## config.mk

```make
export PLATFORM = sky130hd
export DESIGN_NAME = tpc_queue
export DESIGN_NICKNAME = d
export VERILOG_FILES = /design/src/rtl/tpc_pkg.sv /design/src/rtl/tpc_queue.sv
export SDC_FILE = /design/constraint.sdc
export NUM_CORES = 1
export LEC_CHECK = 0
export BUFFER_PORTS_ARGS = -buffer_cell sky130_fd_sc_hd__buf_4
export CORE_MARGIN = 2
export CORE_UTILIZATION = 35
export CTS_CLUSTER_SIZE = 30
export DETAILED_ROUTE_END_ITERATION = 16
export PLACE_DENSITY = 0.65
export SETUP_SLACK_MARGIN = 0.4
export SLEW_MARGIN = 30
export SYNTH_ARGS = -nofsm -noshare
export SYNTH_HDL_FRONTEND = slang
export SYNTH_SLANG_ARGS = --single-unit
```

## constraint.sdc

```tcl
create_clock -name clk -period 1.45 [get_ports clk]
set_input_delay 0.145 -clock clk [delete_from_list [all_inputs] [get_ports clk]]
set_output_delay 0.145 -clock clk [all_outputs]
set_load 0.1 [all_outputs]
```

## src/rtl/tpc_pkg.sv

```systemverilog
// ----------------------------------------------------------------------------
// tpc_pkg
// Shared types and constants of the triangle plane clipper.
// ----------------------------------------------------------------------------
package tpc_pkg;

    localparam int NUM_REGS = 6;
    localparam int QUEUE_DEPTH = 4;

    localparam logic [2:0] REG_POINT_X  = 3'd0;
    localparam logic [2:0] REG_POINT_Y  = 3'd1;
    localparam logic [2:0] REG_POINT_Z  = 3'd2;
    localparam logic [2:0] REG_NORMAL_X = 3'd3;
    localparam logic [2:0] REG_NORMAL_Y = 3'd4;
    localparam logic [2:0] REG_NORMAL_Z = 3'd5;

    typedef enum logic [3:0] {
        ST_IDLE  = 4'b0001,
        ST_CALC  = 4'b0010,
        ST_EMIT1 = 4'b0100,
        ST_EMIT2 = 4'b1000
    } back_state_t;

endpackage

```

## src/rtl/tpc_queue.sv

```systemverilog
// ----------------------------------------------------------------------------
// tpc_queue
// Small FIFO between the distance front end and the clipping back end.
// ----------------------------------------------------------------------------
module tpc_queue #(
    parameter int W = 8
) (
    input  logic                                        clk,
    input  logic                                        rst_n,
    input  logic                                        push,
    input  logic [W-1:0]                                wdata,
    input  logic                                        pop,
    output logic [W-1:0]                                rdata,
    output logic                                        empty,
    output logic [$clog2(tpc_pkg::QUEUE_DEPTH+1)-1:0]   count
);
    import tpc_pkg::*;

    localparam int AW = $clog2(QUEUE_DEPTH);
    localparam int CW = $clog2(QUEUE_DEPTH + 1);

    logic [W-1:0]  mem [QUEUE_DEPTH];
    logic [AW-1:0] wr_reg;
    logic [AW-1:0] rd_reg;
    logic [CW-1:0] cnt_reg;

    always_ff @(posedge clk or negedge rst_n)
    begin
        if (!rst_n)
        begin
            wr_reg  <= '0;
            rd_reg  <= '0;
            cnt_reg <= '0;
        end
        else
        begin
            if (push)
            begin
                wr_reg <= wr_reg + 1'b1;
            end
            if (pop)
            begin
                rd_reg <= rd_reg + 1'b1;
            end
            if (push && !pop)
            begin
                cnt_reg <= cnt_reg + 1'b1;
            end
            else if (pop && !push)
            begin
                cnt_reg <= cnt_reg - 1'b1;
            end
        end
    end

    always_ff @(posedge clk)
    begin
        if (push)
        begin
            mem[wr_reg] <= wdata;
        end
    end

    assign rdata = mem[rd_reg];
    assign empty = (cnt_reg == '0);
    assign count = cnt_reg;

endmodule

```

### Word level (Yosys, flattened, before mapping)

Memory sizes are Yosys's and may differ from the RTL's.
Cells that the tools add are included.

* RAM bits: 32
* memories: 1
* register bits after elaboration: 7
* output and inout bits: 12
* input bits: 12

Memories
* mem: words 4, width 8, read ports 1, clocked after Yosys merged registers in 0, wr ports 1, line tpc_queue.sv:22 `logic [W-1:0] mem [QUEUE_DEPTH];`

* muxes and demuxes: 4
* $add $sub $neg: 4
* reductions and logical operators: 6

Operators by type and width (number)
* $mux 3: 2
* $add 2x1->2 const B: 2
* $add 3x1->3 const B: 1
* $logic_not 3->1: 1
* $sub 3x1->3 const B: 1
* $logic_and 1x1->1: 2
* $logic_not 1->1: 2
* $mux 1: 2
* $reduce_bool 2->1: 1

### Longest topological paths before layout

* depth in word-level cells: 4
* depth in mapped cells: 7
* mapped depth without buffers: 7

### Worst setup path before layout

No wires, ideal clock.

* kind: register -> output
* start: reg cnt_reg[0] (netlist: count[0])
* end: out empty
* path slack: -1.690 ns
* buffers on the path: 0
* arrival time: 2.995 ns
* stages on the path, launching flop included: 2
* path through: dfrtp_1 nor3_1

* cells in the longest elaborated chain, start to end: 1

Ends and longest elaborated chain
* start: declaration: line tpc_queue.sv:25 `logic [CW-1:0] cnt_reg;`
* start signal: assignment: line tpc_queue.sv:47 `cnt_reg <= cnt_reg + 1'b1;`
* start signal: assignment: line tpc_queue.sv:51 `cnt_reg <= cnt_reg - 1'b1;`
* $logic_not 3->1: line tpc_queue.sv:65 `assign empty = (cnt_reg == '0);`
* end: declaration: line tpc_queue.sv:14 `output logic empty,`

Every way passes these cells.

### Worst setup path after layout

* start: reg rd_reg[0]
* end: out rdata[3]

* cells in the longest elaborated chain, start to end: 1

Ends and longest elaborated chain
* start: declaration: line tpc_queue.sv:24 `logic [AW-1:0] rd_reg;`
* start signal: assignment: line tpc_queue.sv:43 `rd_reg <= rd_reg + 1'b1;`
* $mem_v2 4x8
* end: declaration: line tpc_queue.sv:13 `output logic [W-1:0] rdata,`

Every way passes these cells.

==> flow_metrics.py <==
metrics = {
    "global_route": {
        "grt_busiest_layer": "met2",
        "grt_use_met2_pct": 22.12,
        "overflow": 0,
        "grtUsageMet1_pct": 13.70,
        "grt.met3_usage_pct": 5.195,
        "grt_pass1_wl_um": 4519,
        "grt_antenna_before_repair": 0,
        "grt_pass1_vias": 872,
        "grt_max_degree": 12,
        "grtUsageTotal_pct": 12.62,
    },
    "routing": {
        "first_pass_iters": 4,
        "routed_via_density": 4.639,
        "drc_errors": 0,
        "vias": 784,
        "final_antenna_net_count": 0,
        "routedWlPerCell_um": 16.35,
        "routed_wl_um": 2763,
        "drt_iter0_drc": 78,
    },
    "clock_network": {
        "htree_levels": 2,
        "clkSinkCount": 39,
        "clkLatencyLatePin_ps": 290,
        "cts_root_buffer": "clkbuf_8",
        "cts_tree": "yes",
        "path_clk_slew_ps": 70,
        "cts_buffers": 5,
        "clock_path_buffers": 2,
    },
    "cells_and_area": {
        "syn_to_final_growth_pct": 38.75,
        "largest_reg_flops": 32,
        "layout-drive-gt1-share_pct": 58.12,
        "regMostFlops": "mem",
        "mostFrequentLayoutCell": "edfxtp_1",
        "final_util_pct": 49.77,
        "diodes": 0,
        "final_cell_mix": "edfxtp_1 (32), buf_4 (18), buf_6 (13)",
        "final_nets": 134,
    },
    "critical_path": {
        "crit_family": "multiplexers",
        "cp_num_buf_inv": 2,
        "crit_slowest_cell": "mux4_2",
        "startpoint_type": "flop",
        "reg2reg_slack_ps": 40,
        "r2r-start": "count[1]$_DFFE_PN0P_",
        "critPathKind": "flop to primary output",
        "rr_worst_depth": 4,
        "rr_endpoint": "count[2]$_DFFE_PN0P_",
        "critPathMaxFanout": 5,
        "cp_cell_sequence": "buf_4 > mux4_2 > buf_6",
        "max_stage_delay_ps": 520,
        "critPathArrivalTime_ps": 1550,
        "setup.worst_path.end_class": "primary output",
        "cp.required_ps": 1310,
    },
    "timing": {
        "finalHoldWorstSlack_ps": 56.76,
        "grt_setup_unrepaired": "yes",
        "finalHoldViolations": 0,
        "setup_violations": 8,
        "fin_skew_ps": 4.932,
        "worstMarginPinSlew_ps": 233.0,
        "max_freq_mhz": 589.8,
        "final.period_utilization_pct": 116.9,
        "slew_headroom_pct": 84.47,
        "drv_slew": 0,
        "setup_slack_ps": -245.4,
        "period_needed_ps": 1695,
    },
    "synth": {
        "yosysTopAreaCellShare_pct": 62.39,
        "seq_area_frac_synth_pct": 73.76,
        "ys_ff_latch": 39,
        "ys_top_cells_by_area": "edfxtp_1 (62%), mux4_2 (12%), dfrtp_1 (11%)",
        "avgSynthCellArea_um2": 20.54,
        "syn-cell-area_mm2": 0.001540,
        "syn_inst": 75,
        "synthesis.yosys.warnings": 0,
        "yosysUniqueCellTypes": 16,
        "synth_top_area_cell": "edfxtp_1",
        "synth_nets": 93,
    },
    "run_status": {
        "status": "complete, but fails checks",
        "violations": "setup timing",
    },
    "place": {
        "post-dp-hpwl_um": 1914,
        "place_congestion": 0.6500,
        "io_buffers": 23,
    },
    "floorplan": {
        "core_area_mm2": 0.004294,
        "die-height_um": 70.34,
        "rows": 24,
        "die_x_um": 70.34,
        "start_util_pct": 35.87,
        "design.die.area_mm2": 0.004947,
        "ios": 24,
    },
    "hold_path": {
        "holdCritPathClass": "input pin to flop",
        "min_path_cells": 1,
        "worstHoldEndpoint": "mem[0][3]$_DFFE_PP_",
        "hp-start": "wdata[3]",
    },
    "run": {
        "drv_cap": 0,
    },
}
==> final cells by class <==
| class | count | area (um2) |
|---|---|---|
| clock buffer | 7 | 76.32 |
| clock inverter | 1 | 5.005 |
| fill | 371 | 2157 |
| inverter | 4 | 20.02 |
| multi-input combinational | 30 | 450.4 |
| sequential | 39 | 1149 |
| tap | 52 | 65.06 |
| timing repair buffer | 36 | 371.6 |
==> cell families (layout without fill, tap and decap cells) <==
| logic type | count (synthesis) | after routing | synth area share [%] |
|---|---|---|---|
| flip-flops | 39 | 39 | 73.76 |
| multiplexers | 9 | 9 | 12.43 |
| AND/OR/NAND/NOR | 8 | 8 | 2.680 |
| adder cells (fa/ha/maj) | 6 | 6 | 5.362 |
| XOR/XNOR | 6 | 6 | 3.412 |
| buffers and inverters | 6 | 48 | 2.030 |
| AO/OA/AOI/OAI | 1 | 1 | 0.3246 |
==> synth_stat cells <==
cell type and instances:
mux2_2 1, edfxtp_1 32, and2_1 4, xor2_1 4, o21ai_0 1, buf_2 1, mux4_2 8, nor2_1 1
nor3_1 1, ha_1 5, inv_1 4, nand2_1 2, xnor2_1 2, dfrtp_1 7, fa_1 1, buf_6 1
==> worst register-to-register path: cells and delay by family (launching register included) <==
| family | cells | cell delay, ps |
|---|---|---|
| adders and majority gates | 1 | 370 |
| and+or+nand+nor | 1 | 110 |
| DFF | 1 | 520 |
| xor gates and xnor gates | 2 | 330 |
==> stage by stage <==
stage          cell area (um2)  TNS [ps]  setup WS [ps]  cells
3_3_place_gp              1837         0          3.423    154
4_1_cts                   2082     -2077         -280.5    165
2_1_floorplan             1570    -269.6         -169.3     75
6_report                  2137     -1828         -245.4    169
3_5_place_dp              1837    -67.60         -67.60    154
5_1_grt                   2137     -2463         -334.6    169
==> layer usage <==
layer  wire length [um]  up-vias
met5                  0        -
li1                   -      364
met1               1150      391
met4                 40        0
met2               1428       26
met3                143        3
==> what timing repair did <==
| action | CTS | global route |
|---|---|---|
| buffers inserted | 2 | 4 |
| endpoints found under the hold margin | 7 | 0 |
| resized for setup | 33 | 8 |
| pin swaps | 6 | 1 |
| hold buffers | 1 | 0 |
| endpoints found under the setup margin | 46 | 47 |
==> worst max-delay path by stage <==
stage,start,end,cells after the start
after floorplan,count[0]$_DFFE_PN0P_,empty,1
after global placement,rd_reg[0]$_DFFE_PN0P_,rdata[3],3
after detailed placement,pop,count[2]$_DFFE_PN0P_,8
after CTS,rd_reg[0]$_DFFE_PN0P_,rdata[3],3
after global routing,rd_reg[0]$_DFFE_PN0P_,rdata[5],3
final,rd_reg[0]$_DFFE_PN0P_,rdata[3],3
Power is not shown: default switching activity piles up to over one toggle a cycle in this logic, so the estimate is an artifact.
